<file path="config.mk">
export PLATFORM = sky130hd
export DESIGN_NAME = seven_segment_number_display_core
export DESIGN_NICKNAME = d
export VERILOG_FILES = /design/src/sv/ssd_pkg.sv /design/src/sv/seven_segment_number_display_core.sv
export SDC_FILE = /design/constraint.sdc
export NUM_CORES = 2
export LEC_CHECK = 0
export BUFFER_PORTS_ARGS = -buffer_cell sky130_fd_sc_hd__buf_2
export CORE_UTILIZATION = 60
export DETAILED_ROUTE_END_ITERATION = 7
export PLACE_DENSITY = 0.84
export SLEW_MARGIN = 20
export SYNTH_ARGS = -nofsm -noshare
export SYNTH_HDL_FRONTEND = slang
export SYNTH_SLANG_ARGS = --single-unit
</file>
<file path="constraint.sdc">
create_clock -name clk_i -period 11.5 [get_ports clk_i]
set_clock_uncertainty 0.1 [all_clocks]
set_input_delay 0.575 -clock clk_i [delete_from_list [all_inputs] [get_ports clk_i]]
set_output_delay 0.575 -clock clk_i [all_outputs]
set_load 0.05 [all_outputs]
</file>
<file path="src/sv/ssd_pkg.sv">
`timescale 1ns / 1ps
`default_nettype none

package ssd_pkg;

  localparam int unsigned NUM_DIGITS = 8;
  localparam int unsigned MAX_DIGITS = 8;
  localparam int unsigned IDX_W      = 3;
  localparam int unsigned SEG_W      = 8;
  localparam int unsigned NUM_W      = 32;

  // Exact reciprocals: floor(n / 1e8) = (n * C) >> 59 for any 32-bit n,
  // floor(r / 1e4) = (r * C) >> 41 for r below 2^27,
  // floor(x / 100) = (x * C) >> 19 for x below 2^14.
  localparam logic [32:0] RECIP_1E8  = 33'd5764607524;
  localparam int unsigned SHIFT_1E8  = 59;
  localparam logic [27:0] RECIP_1E4  = 28'd219902326;
  localparam int unsigned SHIFT_1E4  = 41;
  localparam logic [12:0] RECIP_100  = 13'd5243;
  localparam int unsigned SHIFT_100  = 19;

  localparam logic [26:0] TEN_E8 = 27'd100000000;
  localparam logic [13:0] TEN_E4 = 14'd10000;
  localparam logic [6:0]  TEN_E2 = 7'd100;

  typedef enum logic [0:0] {
    CMD_LOAD = 1'b0,
    CMD_SCAN = 1'b1
  } cmd_e;

  typedef struct packed {
    cmd_e             command;
    logic [NUM_W-1:0] number;
  } ssd_req_t;

  typedef struct packed {
    logic [IDX_W-1:0] digit_index;
    logic [SEG_W-1:0] segments;
  } ssd_rsp_t;

  function automatic logic [SEG_W-1:0] seg_pattern(input logic [3:0] digit);
    logic [SEG_W-1:0] pat;
    case (digit)
      4'd0:    pat = 8'h3F;
      4'd1:    pat = 8'h06;
      4'd2:    pat = 8'h5B;
      4'd3:    pat = 8'h4F;
      4'd4:    pat = 8'h66;
      4'd5:    pat = 8'h6D;
      4'd6:    pat = 8'h7D;
      4'd7:    pat = 8'h07;
      4'd8:    pat = 8'h7F;
      4'd9:    pat = 8'h6F;
      default: pat = 8'h00;
    endcase
    return pat;
  endfunction

  // Splits a value below 100 into its tens digit (high nibble) and ones digit.
  function automatic logic [7:0] split_pair(input logic [6:0] pair);
    logic [3:0] tens;
    logic [6:0] tens_x10;
    tens = 4'd0;
    for (int t = 1; t < 10; t++) begin
      if (pair >= 7'(10 * t)) begin
        tens = 4'(t);
      end
    end
    tens_x10 = {tens, 3'b000} + {2'b00, tens, 1'b0};
    return {tens, 4'(pair - tens_x10)};
  endfunction

endpackage

`default_nettype wire

</file>
<file path="src/sv/seven_segment_number_display_core.sv">
`timescale 1ns / 1ps
`default_nettype none

// Channel   Signals                          Moves
// request   in_valid_i/in_ready_o/in_req_i   command and number
// result    out_valid_o/out_ready_i/out_rsp_o digit index and segment pattern
//
// One request is taken every cycle unless the pipeline stalls. Every request
// runs through six stage registers; a scan result then enters the output
// register; a load writes the stored patterns in the same cycle a scan would.
// Reset clears the stored patterns and the scan position; the display is blank.
// A scan waiting on a full output register stalls the whole pipeline.

module seven_segment_number_display_core
  import ssd_pkg::*;
(
  input  wire logic     clk_i,
  input  wire logic     rst_ni,
  input  wire logic     in_valid_i,
  output      logic     in_ready_o,
  input  wire ssd_req_t in_req_i,
  output      logic     out_valid_o,
  input  wire logic     out_ready_i,
  output      ssd_rsp_t out_rsp_o
);

  logic             stall;
  logic             en;

  logic [5:0]       valid_q;
  cmd_e             cmd_q [6];

  logic [NUM_W-1:0] num0_q;
  logic [NUM_W-1:0] num1_q;
  logic [5:0]       quot1_q;
  logic [26:0]      rem2_q;
  logic [26:0]      rem3_q;
  logic [13:0]      hi3_q;
  logic [13:0]      grp4_q [2];
  logic [13:0]      grp5_q [2];
  logic [6:0]       top5_q [2];

  logic [64:0]      prod1;
  logic [31:0]      rem2_full;
  logic [54:0]      prod3;
  logic [26:0]      lo4_full;
  logic [26:0]      prod5 [2];

  logic [3:0]       dec [MAX_DIGITS];
  logic [SEG_W-1:0] new_pat [MAX_DIGITS];
  logic [SEG_W-1:0] pat_q [MAX_DIGITS];
  logic [SEG_W-1:0] pat_d [MAX_DIGITS];

  logic [IDX_W-1:0] scan_pos_q;
  logic [IDX_W-1:0] scan_pos_d;
  logic             load_fire;
  logic             scan_fire;

  logic             out_valid_q;
  logic             out_valid_d;
  ssd_rsp_t         out_rsp_q;
  ssd_rsp_t         out_rsp_d;

  assign stall      = valid_q[5] && (cmd_q[5] == CMD_SCAN) && out_valid_q && !out_ready_i;
  assign en         = !stall;
  assign in_ready_o = en;
  assign load_fire  = en && valid_q[5] && (cmd_q[5] == CMD_LOAD);
  assign scan_fire  = en && valid_q[5] && (cmd_q[5] == CMD_SCAN);

  always_ff @(posedge clk_i or negedge rst_ni) begin
    if (!rst_ni) begin
      valid_q <= '0;
    end else if (en) begin
      valid_q <= {valid_q[4:0], in_valid_i};
    end
  end

  always_comb begin
    prod1     = 65'(num0_q) * 65'(RECIP_1E8);
    rem2_full = num1_q - 32'(quot1_q) * 32'(TEN_E8);
    prod3     = 55'(rem2_q) * 55'(RECIP_1E4);
    lo4_full  = rem3_q - 27'(hi3_q) * 27'(TEN_E4);
    for (int g = 0; g < 2; g++) begin
      prod5[g] = 27'(grp4_q[g]) * 27'(RECIP_100);
    end
  end

  always_ff @(posedge clk_i) begin
    if (en) begin
      cmd_q[0]  <= in_req_i.command;
      num0_q    <= in_req_i.number;
      for (int s = 1; s < 6; s++) begin
        cmd_q[s] <= cmd_q[s-1];
      end
      quot1_q   <= prod1[SHIFT_1E8 +: 6];
      num1_q    <= num0_q;
      rem2_q    <= rem2_full[26:0];
      hi3_q     <= prod3[SHIFT_1E4 +: 14];
      rem3_q    <= rem2_q;
      grp4_q[0] <= hi3_q;
      grp4_q[1] <= lo4_full[13:0];
      for (int g = 0; g < 2; g++) begin
        top5_q[g] <= prod5[g][SHIFT_100 +: 7];
        grp5_q[g] <= grp4_q[g];
      end
    end
  end

  // Decimal digits, dec[0] least significant, then blanking and segment lookup.
  always_comb begin
    logic [6:0] low_pair;
    logic [7:0] split_hi;
    logic [7:0] split_lo;
    logic       shown;
    int         k;
    k     = 0;
    shown = 1'b0;
    for (int g = 0; g < 2; g++) begin
      low_pair = 7'(grp5_q[g] - 14'(top5_q[g]) * 14'(TEN_E2));
      split_hi = split_pair(top5_q[g]);
      split_lo = split_pair(low_pair);
      dec[7 - 4*g] = split_hi[7:4];
      dec[6 - 4*g] = split_hi[3:0];
      dec[5 - 4*g] = split_lo[7:4];
      dec[4 - 4*g] = split_lo[3:0];
    end
    for (int p = 0; p < MAX_DIGITS; p++) begin
      new_pat[p] = '0;
      if (p < NUM_DIGITS) begin
        k     = NUM_DIGITS - 1 - p;
        shown = (k == 0);
        for (int j = 0; j < MAX_DIGITS; j++) begin
          if (j >= k && j < NUM_DIGITS && dec[j] != 4'd0) begin
            shown = 1'b1;
          end
        end
        if (shown) begin
          new_pat[p] = seg_pattern(dec[IDX_W'(k)]);
        end
      end
    end
  end

  always_comb begin
    for (int p = 0; p < MAX_DIGITS; p++) begin
      pat_d[p] = pat_q[p];
      if (load_fire && p < NUM_DIGITS) begin
        pat_d[p] = new_pat[p];
      end
    end
    scan_pos_d = scan_pos_q;
    if (scan_fire) begin
      if (scan_pos_q >= IDX_W'(NUM_DIGITS - 1)) begin
        scan_pos_d = '0;
      end else begin
        scan_pos_d = scan_pos_q + IDX_W'(1);
      end
    end
    out_valid_d = out_valid_q && !out_ready_i;
    out_rsp_d   = out_rsp_q;
    if (scan_fire) begin
      out_valid_d           = 1'b1;
      out_rsp_d.digit_index = scan_pos_q;
      out_rsp_d.segments    = pat_q[scan_pos_q];
    end
  end

  always_ff @(posedge clk_i or negedge rst_ni) begin
    if (!rst_ni) begin
      for (int p = 0; p < MAX_DIGITS; p++) begin
        pat_q[p] <= '0;
      end
      scan_pos_q  <= '0;
      out_valid_q <= 1'b0;
    end else begin
      for (int p = 0; p < MAX_DIGITS; p++) begin
        pat_q[p] <= pat_d[p];
      end
      scan_pos_q  <= scan_pos_d;
      out_valid_q <= out_valid_d;
    end
  end

  always_ff @(posedge clk_i) begin
    out_rsp_q <= out_rsp_d;
  end

  assign out_valid_o = out_valid_q;
  assign out_rsp_o   = out_rsp_q;

endmodule

`default_nettype wire

</file>
Word-level counts from Yosys, hierarchy flattened
Memories as Yosys holds them, arrays and structs flattened. A register that Yosys moved wholly into a read port is not among the register bits.
Cells that the tools add are included.
Widths: inputs -> output; s select.
- reductions and logical operators: 17
- mux-type cells: 77
- div/mod/pow operators: 0
- bitwise operators: 2
- shift operators: 0
- magnitude comparators: 38
- $mul: 8
- eq/ne operators: 0
- add/sub/neg operators: 13
- operators with widths (cell ; count):
    $ge 7x6->1 const B ; 12
    $ge 7x7->1 const B ; 12
    $mux 4 ; 20
    $mux 8 ; 9
    $mul 32x31->63 const B ; 1
    $ge 7x5->1 const B ; 8
    $mul 27x27->54 const B ; 1
    $mul 14x13->26 const B ; 2
    $mux 1 ; 34
    $ge 7x4->1 const B ; 4
    $reduce_bool 4->1 ; 7
    $mux 3 ; 9
    $sub 27x27->27 ; 1
    $bmux 8 s3 ; 1
    $mul 6x19->19 const B ; 1
    $add 4x4->4 ; 4
    $sub 4x4->4 ; 4
    $mul 14x10->10 const B ; 1
    $mul 7x5->5 const B ; 2
    $sub 14x14->14 ; 1
    $sub 7x7->7 ; 2
    $mux 2 ; 4
    $logic_and 1x1->1 ; 7
    $ge 4x4->1 const B ; 1
    other kinds (5) ; 7
- register bits after elaboration: 205
- bits in writable memories: 76
- input bits: 37
- memories: 12
- memory bits (read-only): 896
- bits in latches: 0
- output and inout port bits: 13
- memories (memory ; words ; bits a word ; read ports ; clocked after Yosys merged registers in ; wr ports ; RTL line ; text):
    (name not given) ; 16 ; 7 ; 1 ; 0 ; 0 ; ssd_pkg.sv:43 ; case (digit)
    (name not given) ; 16 ; 7 ; 1 ; 0 ; 0 ; ssd_pkg.sv:43 ;
    (name not given) ; 16 ; 7 ; 1 ; 0 ; 0 ; ssd_pkg.sv:43 ;
    (name not given) ; 16 ; 7 ; 1 ; 0 ; 0 ; ssd_pkg.sv:43 ;
    (name not given) ; 16 ; 7 ; 1 ; 0 ; 0 ; ssd_pkg.sv:43 ;
    (name not given) ; 16 ; 7 ; 1 ; 0 ; 0 ; ssd_pkg.sv:43 ;
    6 more memories ; n/a ; n/a ; n/a ; n/a ; n/a ; n/a ;

Longest topological paths before layout
An unclocked memory read counts as a cell.
- depth after elaboration: 22
- mapped depth: 24
- gate-level depth less buffers: 24

Worst setup path after synthesis
OpenSTA, ideal clock, no wires.
- path type: register to register
- from: register out_valid_q (netlist: out_valid_o)
- to: memory cmd_q[0] (netlist name), enable pin
- stages on the path, launching flop included: 2
- arrival time: 6313 ps
- path slack: 2550 ps
- period minus slack after synthesis: 8950 ps
- required time: 8863 ps
- cells stage by stage: dfrtp_1 > nand4b_1
- RTL lines (what ; RTL line ; text):
    start: declaration ; seven_segment_number_display_core.sv:59 ; logic out_valid_q;
    start signal: assignment ; seven_segment_number_display_core.sv:180 ; out_valid_q <= out_valid_d;
    end: declaration ; seven_segment_number_display_core.sv:31 ; cmd_e cmd_q [6];

Worst setup path in the final report
- from: register num0_q[21]
- to: register quot1_q[5], data pin
- cells in the longest elaborated chain, start to end: 1
- ends and longest elaborated chain (what ; RTL line ; text):
    start: declaration ; seven_segment_number_display_core.sv:33 ; logic [NUM_W-1:0] num0_q;
    start signal: assignment ; seven_segment_number_display_core.sv:91 ; num0_q <= in_req_i.number;
    $mul 32x31->63 ; seven_segment_number_display_core.sv:79 ; prod1 = 65'(num0_q) * 65'(RECIP_1E8);
    named net prod1[64] ; seven_segment_number_display_core.sv:43 ; logic [64:0] prod1;
    end signal: assignment ; seven_segment_number_display_core.sv:95 ; quot1_q <= prod1[SHIFT_1E8 +: 6];
    end: declaration ; seven_segment_number_display_core.sv:35 ; logic [5:0] quot1_q;
The timed path passes the listed nets, and every way through them passes these cells.
A chain may end at the register's enable or synchronous reset.

==> summary.txt <==
GRT Overall Usage: 0.284
WP buf/inv: 7
Worst min-delay path category: in -> async
Slew @ Worst Pin: 1.05 ns
Hold Vio Cnt, Final: 6
Post-synthesis cell area: 0.0478 mm²
Starting Density: 0.606
Crit path capture type: register
Layout cells sized above 1: 0.0346
Max-slew headroom: 0.298
Crit path top cell by count: fa_1
Pin count of the biggest net entering global routing: 132
Post-synth top area cell: fa_1
Clock sinks: 234
Post-DP Area: 0.0493 mm²
CTS Buf Count: 31
Final instance area: 0.0503 mm²
Final max-slew violation count: 0
Yosys reg bits: 234
Final ANT Viol Nets: 0
Status: finished with violations
# DRC: 0
Post-synth EDFFs: 192
Sequential fraction of the synthesis area: 0.143
Sum Neg Setup Slack: 0 ns
Critical path cell sequence: inv_1, fa_1, inv_1, fa_1, inv_1, fa_1, fa_1, inv_1, fa_1, fa_1, fa_1, inv_1, fa_1, inv_1, ha_1, inv_1, nor4_1, nand4_1, a211oi_1, nor3_1, a21o_1, o2111ai_1, a21oi_1, xnor2_1
Via count: 30.7k
Netlist cell types: 94
Async set or reset register ratio after synthesis: 0.179
Slowest-stage cell, CP: edfxtp_1
CTS tree: yes
Die W: 284 µm
Family with the most delay on the worst path: adder cells
CP startpoint kind: register
Clk buf depth: 3
First-pass GRT wire length: 179 mm
Commonest non-fill, non-tap cell in the layout: inv_1
Core area: 0.0789 mm²
Vias per inst: 5.53
Max incr delay on CP: 0.86 ns
First-pass DRT Iterations: 8
Die Span Y: 284 µm
Final min period: 8.60 ns
# Max-Cap Violations: 0
DP Wirelength: 92.7 mm
Core Util, Final: 0.638
Ant diodes: 0
Crit-path max FO: 12
Root Buffer Master: clkbuf_16
# rows: 103
Die area: 0.0808 mm²
Syn Inst Count: 4427
GP Congestion: 0.979
Ranking of synthesized cells by area: fa_1 36%, ha_1 26%, edfxtp_1 12%
Mapped Avg Cell Area: 10.8 µm²
Critical path arrival: 8.86 ns
CP required: 11.76 ns
Main synth FF type: edfxtp_1
Hold slack: -0.0141 ns
Initial antenna violation count: 0
Nets: 6382
Failing checks: hold timing
Fmax: 0.116 GHz
Synth Warn #: 0
Vias in the first global route: 34.4k
Cts repair resizes: 0
RSZ-0062 raised after global routing: false
Final period util: 0.748
1st-iter DRT viols: 2076
Later-pin clock latency in the skew report: 0.63 ns
Area growth syn-to-layout: 5.27%
H-tree Lvls: 1
Port Buffers: 48
Critical path class: reg -> reg
Post-CTS setup buffer count: 0
Routed wire length per instance: 19.6 µm
GRT overflow: 0
CTS clk-pin slew, worst paths: 0.06 ns
Most frequent cells in the layout: 1442 x inv_1, 990 x ha_1, 867 x fa_1
IO Pins: 50
WL final: 109 mm
Syn Nets: 6321
Final setup viols: 0
Synth top area share: 0.363
## state kept, by name, summed over array words and instances (netlist names)
register,count
grp4_q,28
cmd_q,6
scan_pos_q,3
rem3_q,14
num1_q,27
rem2_q,27
pat_q,32
valid_q,6
num0_q,32
out_valid_o,1
quot1_q,6
out_rsp_o,10
grp5_q,14
hi3_q,14
top5_q,14
## cells in the mapped netlist, drive strengths merged (7+ instances only)
| library cell | number |
|---|---|
| a31oi | 17 |
| o31ai | 13 |
| or3 | 10 |
| mux4 | 8 |
| a21oi | 92 |
| buf | 12 |
| nor2b | 21 |
| edfxtp | 192 |
| nand2 | 86 |
| nor3 | 47 |
| dfrtp | 42 |
| and3 | 11 |
| o21ai | 78 |
| nand2b | 18 |
| mux2 | 8 |
| a21o | 30 |
| o21bai | 7 |
| nand3 | 33 |
| xor2 | 33 |
| nand4 | 13 |
| xnor2 | 88 |
| a211oi | 20 |
| inv | 1443 |
| nor2 | 93 |
| o21a | 22 |
| clkbuf | 14 |
| fa | 867 |
| o211ai | 13 |
| ha | 990 |
## final cells by class
type                       count  area (µm²)
clock buffer                  36         795
tap                         1050        1310
inverter                    1443        5420
clock inverter                18         253
sequential                   234        6820
fill                        5862       28500
timing repair buffer          54         300
multi-input combinational   2724       35500
## cells by family (layout without fill, tap and decap cells)
| group | after synthesis | after routing | share of synthesized area |
|---|---|---|---|
| AOI/OAI and AO/OA | 362 | 362 | 0.0510 |
| xor gates and xnor gates | 122 | 122 | 0.0248 |
| adders and majority gates | 1858 | 1858 | 0.622 |
| buffers and inverters | 1469 | 1551 | 0.116 |
| DFF | 234 | 234 | 0.143 |
| muxes | 19 | 19 | 0.00636 |
| other | 1 | 1 | 0.0000784 |
| and+or+nand+nor | 362 | 362 | 0.0368 |
## worst paths after layout
| path | start | endpoint | slack [ns] | cells after the start |
|---|---|---|---|---|
| min in group clk_i | in_req_i[9] | num0_q[9] | 0.03 | 1 |
| max in group asynchronous | rst_ni | valid_q[1] | 10.71 | 1 |
| max | num0_q[21] | quot1_q[5] | 2.90 | 24 |
| min reg2reg | num1_q[1] | rem2_q[1] | 0.32 | 0 |
| min | rst_ni | pat_q[14] | -0.01 | 1 |
| max reg2reg | num0_q[21] | quot1_q[5] | 2.90 | 24 |
## stage by stage
step / worst slack (ns) / cells
global route: 2.69 / 5559
floorplan: 2.55 / 4427
finish: 2.90 / 5559
detailed placement: 2.97 / 5504
CTS: 2.94 / 5559
global placement: 3.22 / 5504
## layer usage
| metal | vias to the layer above | track usage | routed length (µm) |
|---|---|---|---|
| met3 | 322 | 0.0409 | 6510 |
| met1 | 15431 | 0.352 | 42000 |
| li1 | 13926 | - | - |
| met4 | 0 | 0.119 | 5270 |
| met2 | 1056 | 0.497 | 55400 |
| met5 | - | 0 | 0 |
## timing repair
item                                    4_1_cts  5_1_grt
endpoints found under the setup margin        0        0
hold buffers                                  1        0
hold endpoints to repair                      1        0
Power is left out: the tool's default activity adds up to more than one toggle a clock period on the data nets, which glitch-free logic cannot reach.
